==> config.mk <==
export PLATFORM = sky130hd
export DESIGN_NAME = rsas_bisect
export DESIGN_NICKNAME = d
export VERILOG_FILES = /design/src/rtl/rsas_pkg.sv /design/src/rtl/rsas_bisect.sv
export SDC_FILE = /design/constraint.sdc
export NUM_CORES = 1
export LEC_CHECK = 0
export BUFFER_PORTS_ARGS = -buffer_cell sky130_fd_sc_hd__buf_2
export CAP_MARGIN = 20
export CORE_MARGIN = 3
export CORE_UTILIZATION = 34
export DETAILED_ROUTE_END_ITERATION = 8
export GPL_TIMING_DRIVEN = 0
export PLACE_DENSITY = 0.62
export SLEW_MARGIN = 20
export SYNTH_ARGS = -nofsm -noshare
export SYNTH_HDL_FRONTEND = slang
export SYNTH_SLANG_ARGS = --single-unit
==> constraint.sdc <==
create_clock -name i_clk -period 8.61 [get_ports i_clk]
set_clock_uncertainty 0.05 [all_clocks]
set_input_delay 1.722 -clock i_clk [delete_from_list [all_inputs] [get_ports i_clk]]
set_output_delay 1.722 -clock i_clk [all_outputs]
set_load 0.005 [all_outputs]
==> src/rtl/rsas_pkg.sv <==
`timescale 1ns / 1ps
`default_nettype none

package rsas_pkg;

    localparam int unsigned VALUE_W = 32;
    localparam int unsigned POS_W   = 10;

    // command codes carried in the cmd field
    localparam logic [1:0] CMD_APPEND = 2'd0;
    localparam logic [1:0] CMD_SEARCH = 2'd1;
    localparam logic [1:0] CMD_CLEAR  = 2'd2;

    typedef struct packed {
        logic [1:0]                 cmd;
        logic signed [VALUE_W-1:0]  value;
    } t_in_item;

    typedef struct packed {
        logic               found;
        logic [POS_W-1:0]   position;
        logic               overflowed;
    } t_out_item;

    typedef enum logic [1:0] {
        ST_IDLE,
        ST_PROBE,
        ST_CMP
    } t_state;

    // sequencer to bisection unit
    typedef struct packed {
        logic init;    // load lo = 0, hi = count
        logic latch;   // capture mid of the current window
        logic step;    // narrow the window around the captured mid
        logic go_up;   // key above probe: lo = mid + 1, else hi = mid
    } t_bis_ctrl;

endpackage

`default_nettype wire

==> src/rtl/rsas_bisect.sv <==
`timescale 1ns / 1ps
`default_nettype none

module rsas_bisect
    import rsas_pkg::*;
#(
    parameter int unsigned IDX_W = 10,
    parameter int unsigned CNT_W = 11
) (
    input  wire logic             i_clk,
    input  wire logic             i_rst_n,
    input  wire t_bis_ctrl        i_ctrl,
    input  wire logic [CNT_W-1:0] i_count,
    input  wire logic [IDX_W-1:0] i_pivot,
    output logic      [IDX_W-1:0] o_slot,
    output logic      [IDX_W-1:0] o_mid,
    output logic                  o_more
);

    localparam int unsigned SUM_W = CNT_W + 1;

    logic [CNT_W-1:0] r_lo, n_lo;
    logic [CNT_W-1:0] r_hi, n_hi;
    logic [IDX_W-1:0] r_mid;

    logic [CNT_W-1:0] mid_full;
    logic [SUM_W-1:0] slot_sum;
    logic [SUM_W-1:0] slot_wrap;
    logic [CNT_W-1:0] mid_inc;

    // mid = lo + (hi - lo - 1) / 2; window is non-empty whenever this is used
    assign mid_full = r_lo + ((r_hi - r_lo - CNT_W'(1)) >> 1);

    always_comb begin
        slot_sum = SUM_W'(mid_full[IDX_W-1:0]) + SUM_W'(i_pivot);
        if (slot_sum >= SUM_W'(i_count)) begin
            slot_wrap = slot_sum - SUM_W'(i_count);
        end else begin
            slot_wrap = slot_sum;
        end
        if (slot_wrap >= SUM_W'(1 << IDX_W)) begin
            o_slot = '0;
        end else begin
            o_slot = slot_wrap[IDX_W-1:0];
        end
    end

    assign mid_inc = CNT_W'(r_mid) + CNT_W'(1);

    always_comb begin
        if (i_ctrl.go_up) begin
            n_lo = mid_inc;
            n_hi = r_hi;
        end else begin
            n_lo = r_lo;
            n_hi = CNT_W'(r_mid);
        end
    end

    assign o_more = n_lo < n_hi;
    assign o_mid  = r_mid;

    always_ff @(posedge i_clk) begin
        if (!i_rst_n) begin
            r_lo <= '0;
            r_hi <= '0;
        end else if (i_ctrl.init) begin
            r_lo <= '0;
            r_hi <= i_count;
        end else if (i_ctrl.step) begin
            r_lo <= n_lo;
            r_hi <= n_hi;
        end
    end

    always_ff @(posedge i_clk) begin
        if (i_ctrl.latch) begin
            r_mid <= mid_full[IDX_W-1:0];
        end
    end

endmodule

`default_nettype wire

Word-level counts from Yosys, hierarchy flattened
Cells that the tools add are included.
{"block": "word_totals", "word_cells": 21, "reg_bits": 32}
{"block": "op_classes", "addsub": 6, "bitwise_logic": 1, "n_reduce_logical": 2, "n_mux": 6, "n_lt_le_gt_ge": 3}
{"cell": "11-bit two-way mux", "count": 4}
{"cell": "12-bit by 11-bit greater-or-equal comparator with 1-bit output, second input constant", "count": 1}
{"cell": "12-bit two-way mux", "count": 1}
{"cell": "11-bit by 11-bit subtractor with 12-bit output", "count": 1}
{"cell": "10-bit by 1-bit adder with 11-bit output, second input constant", "count": 1}
{"cell": "10-bit by 10-bit adder with 11-bit output", "count": 1}
{"cell": "11-bit greater-or-equal comparator", "count": 1}
{"cell": "11-bit < comparator", "count": 1}
{"cell": "11-bit by 1-bit subtractor with 11-bit output, second input constant", "count": 1}
{"cell": "11-bit subtractor", "count": 1}
{"cell": "10-bit adder", "count": 1}
{"cell": "10-bit two-way mux", "count": 1}
{"cell": "2-bit nonzero test", "count": 1}
{"cell": "2-bit OR reduction", "count": 1}
{"cell": "1-bit inverter", "count": 1}

Longest topological paths before layout
{"block": "logic_depth", "word_depth": 8, "mapped_depth": 28, "mapped_depth_nobuf": 26}

Worst setup path before layout
Ideal clock, no wire load.
{"block": "synth_timing", "kind": "register to output", "startpoint": "register r_lo[1]", "endpoint": "output port o_slot[0]", "arrival_time_ns": 4.886, "path_stages_with_launch": 26, "required_time_ns": 6.838, "path_buffers": 2, "slack_ns": 1.952, "path_cell_list": "dfxtp_1 > inv_1 > ha_1 > and3b_1 > o21a_1 > o21a_1 > o31a_1 > o21a_1 > nor2_1 > xnor2_1 > ha_1 > o41ai_1 > xnor2_1 > ha_1 > a2111o_1 > o21ai_0 > xnor2_1 > ha_1 > buf_6 > nand4_1 > nor2_1 > a41oi_1 > a32o_1 > nor2b_1 > buf_6 > a22o_1"}
{"block": "synth_via", "elab_chain_cells": 8}
{"item": "from (decl)", "line_no": "rsas_bisect.sv:22", "source": "logic [CNT_W-1:0] r_lo, n_lo;"}
{"item": "from (signal assigned)", "line_no": "rsas_bisect.sv:71", "source": "r_lo <= n_lo;"}
{"item": "11-bit subtractor", "line_no": "rsas_bisect.sv:32", "source": "assign mid_full = r_lo + ((r_hi - r_lo - CNT_W'(1)) >> 1);"}
{"item": "11-bit by 1-bit subtractor with 11-bit output", "line_no": "rsas_bisect.sv:32"}
{"item": "10-bit adder *", "line_no": "rsas_bisect.sv:32"}
{"item": "named net mid_full[7]", "line_no": "rsas_bisect.sv:26", "source": "logic [CNT_W-1:0] mid_full;"}
{"item": "10-bit by 10-bit adder with 11-bit output *", "line_no": "rsas_bisect.sv:35", "source": "slot_sum = SUM_W'(mid_full[IDX_W-1:0]) + SUM_W'(i_pivot);"}
{"item": "11-bit by 11-bit subtractor with 12-bit output / 11-bit greater-or-equal comparator (equally long branches)", "line_no": "rsas_bisect.sv:37, rsas_bisect.sv:36"}
{"item": "12-bit two-way mux *", "line_no": "rsas_bisect.sv:36", "source": "if (slot_sum >= SUM_W'(i_count)) begin"}
{"item": "12-bit by 11-bit greater-or-equal comparator with 1-bit output", "line_no": "rsas_bisect.sv:41", "source": "if (slot_wrap >= SUM_W'(1 << IDX_W)) begin"}
{"item": "10-bit two-way mux *", "line_no": "rsas_bisect.sv:41"}
{"item": "to (decl)", "line_no": "rsas_bisect.sv:15", "source": "output logic [IDX_W-1:0] o_slot,"}
The timed path passes the listed nets; every way through them passes the cells marked *.

Final worst setup path
{"block": "layout_timing", "startpoint": "register r_lo[1]", "endpoint": "output port o_slot[2]"}
Same word-level chain as after synthesis.

==> impl_metrics.toml <==
[outcome]
status = "finished clean"

[clock_tree]
clk_pin_slew_ps = 70
cts-root-buf = "clkbuf_8"
insertion_delay_ps = 290
hold_buffers = 0
cts_setup_buffers = 0
numCtsBuffers = 5
cts_htree_levels = 2
clockBufferDepth = 2
clock-sinks = 32
ctsResizeCount = 0
cts_tree = "done"

[job]
drv_cap = 0

[yosys]
yosys_warnings = 0
yosysMostFrequentCell = "ha_1"
syn-instance-count = 433
synthTopCellsByCount = "52 x ha_1, 46 x nor2_1, 35 x a21oi_1"
ys.flop_type = "dfxtp_1"
syn_nets = 516
synth-edff-count = 10
synthesis.area_sq_um = 3627
synthArstFlopShare_pct = 0
syn_area_per_cell_sq_um = 8.377
synth_seq_area_share_pct = 20.42
synth-seq-cells = 32
netlist.area_leader.share_pct = 17.94
yosysTopAreaCell = "ha_1"
synth.distinct_cells = 58
synthTopCellsByArea = "ha_1 18%, dfxtp_1 12%, edfxtp_1 8.3%"

[layout]
fin_area_sq_um = 4108
syn_to_final_growth_pct = 13.25
drive_above_1_share_pct = 13.96
diodes = 0
fin_nets = 569
final_util_pct = 39.61

[timing]
worst_slew_pin_slew_ps = 711.8
slew_viol_final = 0
max_freq_mhz = 129.3
setup_violations = 0
whs_ps = 447.7
period_needed_ps = 7732
finalCritPeriodShare_pct = 89.80
tns_ps = 0
hold_viol = 0
rsz0062_at_grt = "false"
maxSlewHeadroom_pct = 52.55

[placed_design]
place_congestion = 0.9060
numPortBuffers = 46
hpwl_um = 8051
placed_cell_area_sq_um = 4028

[pwr]
power.leakage_nw = 1.832
powerDensity_nw_per_um2 = 325.8
p_total_mw = 1.338
vdd_drop_max_v = 0.0003474

[setup_path]
worst-path-max-fanout = 10
crit_arrival_ps = 5960
crit_required_ps = 6840
worstReg2RegStart = "r_lo[1]$_SDFFE_PP0P_"
critPathKind = "reg2out"
cp-start-kind = "register"
cp-end-kind = "primary output"
worstSetupStartpoint = "r_lo[1]$_SDFFE_PP0P_"

[grt]
grt_max_degree = 11
grt_overflow = 0
grt_pass1_vias = 3304
antenna_found_initial = 0
grt_pass1_wl_um = 15970
grt_usage_pct = 16.95

[route]
first_pass_iters = 4
viasPerCell = 5.177
drt-total-wl_um = 9715
num_vias = 3225
drc = 0
drt_iter0_drc = 104
ant_nets = 0
wl_per_cell_um = 15.59

[floorplan]
io_pins = 48
die-area_sq_um = 11940
initial_core_util_pct = 34.98
rows = 37
core_area_sq_um = 10370
die_h_um = 109.3
fp.dieW_um = 109.3

[worst_hold_path]
hp-class = "reg2reg"
hp-start = "r_lo[10]$_SDFFE_PP0P_"
## report_power, final
group / switching (mW) / total [mW] / internal (mW)
Clock: 0.0567 / 0.113 / 0.0563
Sequential: 0.0266 / 0.206 / 0.179
Combinational: 0.531 / 1.02 / 0.488
## through the flow
stage	setup slack (ps)	instances
after global routing	423.8	623
after CTS	827.8	623
after floorplan	1952	433
after detailed placement	1171	615
final	877.9	623
after global placement	1196	615
## layout make-up
cell class                      count  area (sq um)
Fill cell                        1101          6262
Multi-Input combinational cell    357          2696
Sequential cell                    32         740.7
Timing Repair Buffer               46         230.2
Tap cell                          136         170.2
Inverter                           30         112.6
Buffer                             14         77.57
Clock buffer                        7         76.32
Clock inverter                      1         3.754
## worst max-delay path, cell delays in order, from the launching register on
cell	delay, ps
dfxtp_1	440
inv_1	150
ha_1	300
and3b_1	160
o21a_1	180
o21a_1	200
o31a_1	280
o21a_1	170
nor2_1	110
xnor2_1	80
ha_1	230
o41ai_1	530
xnor2_1	170
ha_1	240
a2111o_1	340
o21ai_0	300
xnor2_1	150
ha_1	310
buf_6	130
nand4_1	70
nor2_1	100
a41oi_1	120
a32o_1	270
nor2b_1	140
buf_6	160
a22o_1	240
buf_2	130
## per-layer routing
metal  up-vias  share of wire [%]  GRT usage [%]
met1      1486                 46          22.76
met3         9                4.8          1.954
met5         -                  0              0
met2        67                 48          28.95
met4         0                1.5          4.185
li1       1663                  -              -
## cells in the final DEF, fill, tap and decap left out, types with 16 or more instances in the layout
master / instances
xnor2_1: 22
nand2_1: 20
ha_1: 52
inv_1: 30
buf_2: 48
nor2_1: 46
a21oi_1: 35
o21ai_0: 20
mux2i_1: 20
nor2b_1: 16
xor2_1: 17
dfxtp_1: 22
## flip-flops by register name, indices dropped and copies added (netlist names)
| signal | flops |
|---|---|
| o_mid | 10 |
| r_hi | 11 |
| r_lo | 11 |
## kinds of logic after synthesis
group                      synth area share, %
DFF                                      20.42
buffers and inverters                    5.243
and+or+nand+nor                          16.56
muxes                                    5.830
xor gates and xnor gates                 9.417
AOI/OAI and AO/OA                        22.39
adders and majority gates                20.14
## worst paths after layout
path,endpoint,cells after the start,slack [ps]
worst max-delay path,o_slot[2],26,880
worst min-delay path,r_lo[10]$_SDFFE_PP0P_,2,450
worst max register to register,o_mid[9]$_DFFE_PP_,13,5060
worst min register to register,r_lo[10]$_SDFFE_PP0P_,2,450
Power figures use the tool's default switching activity.
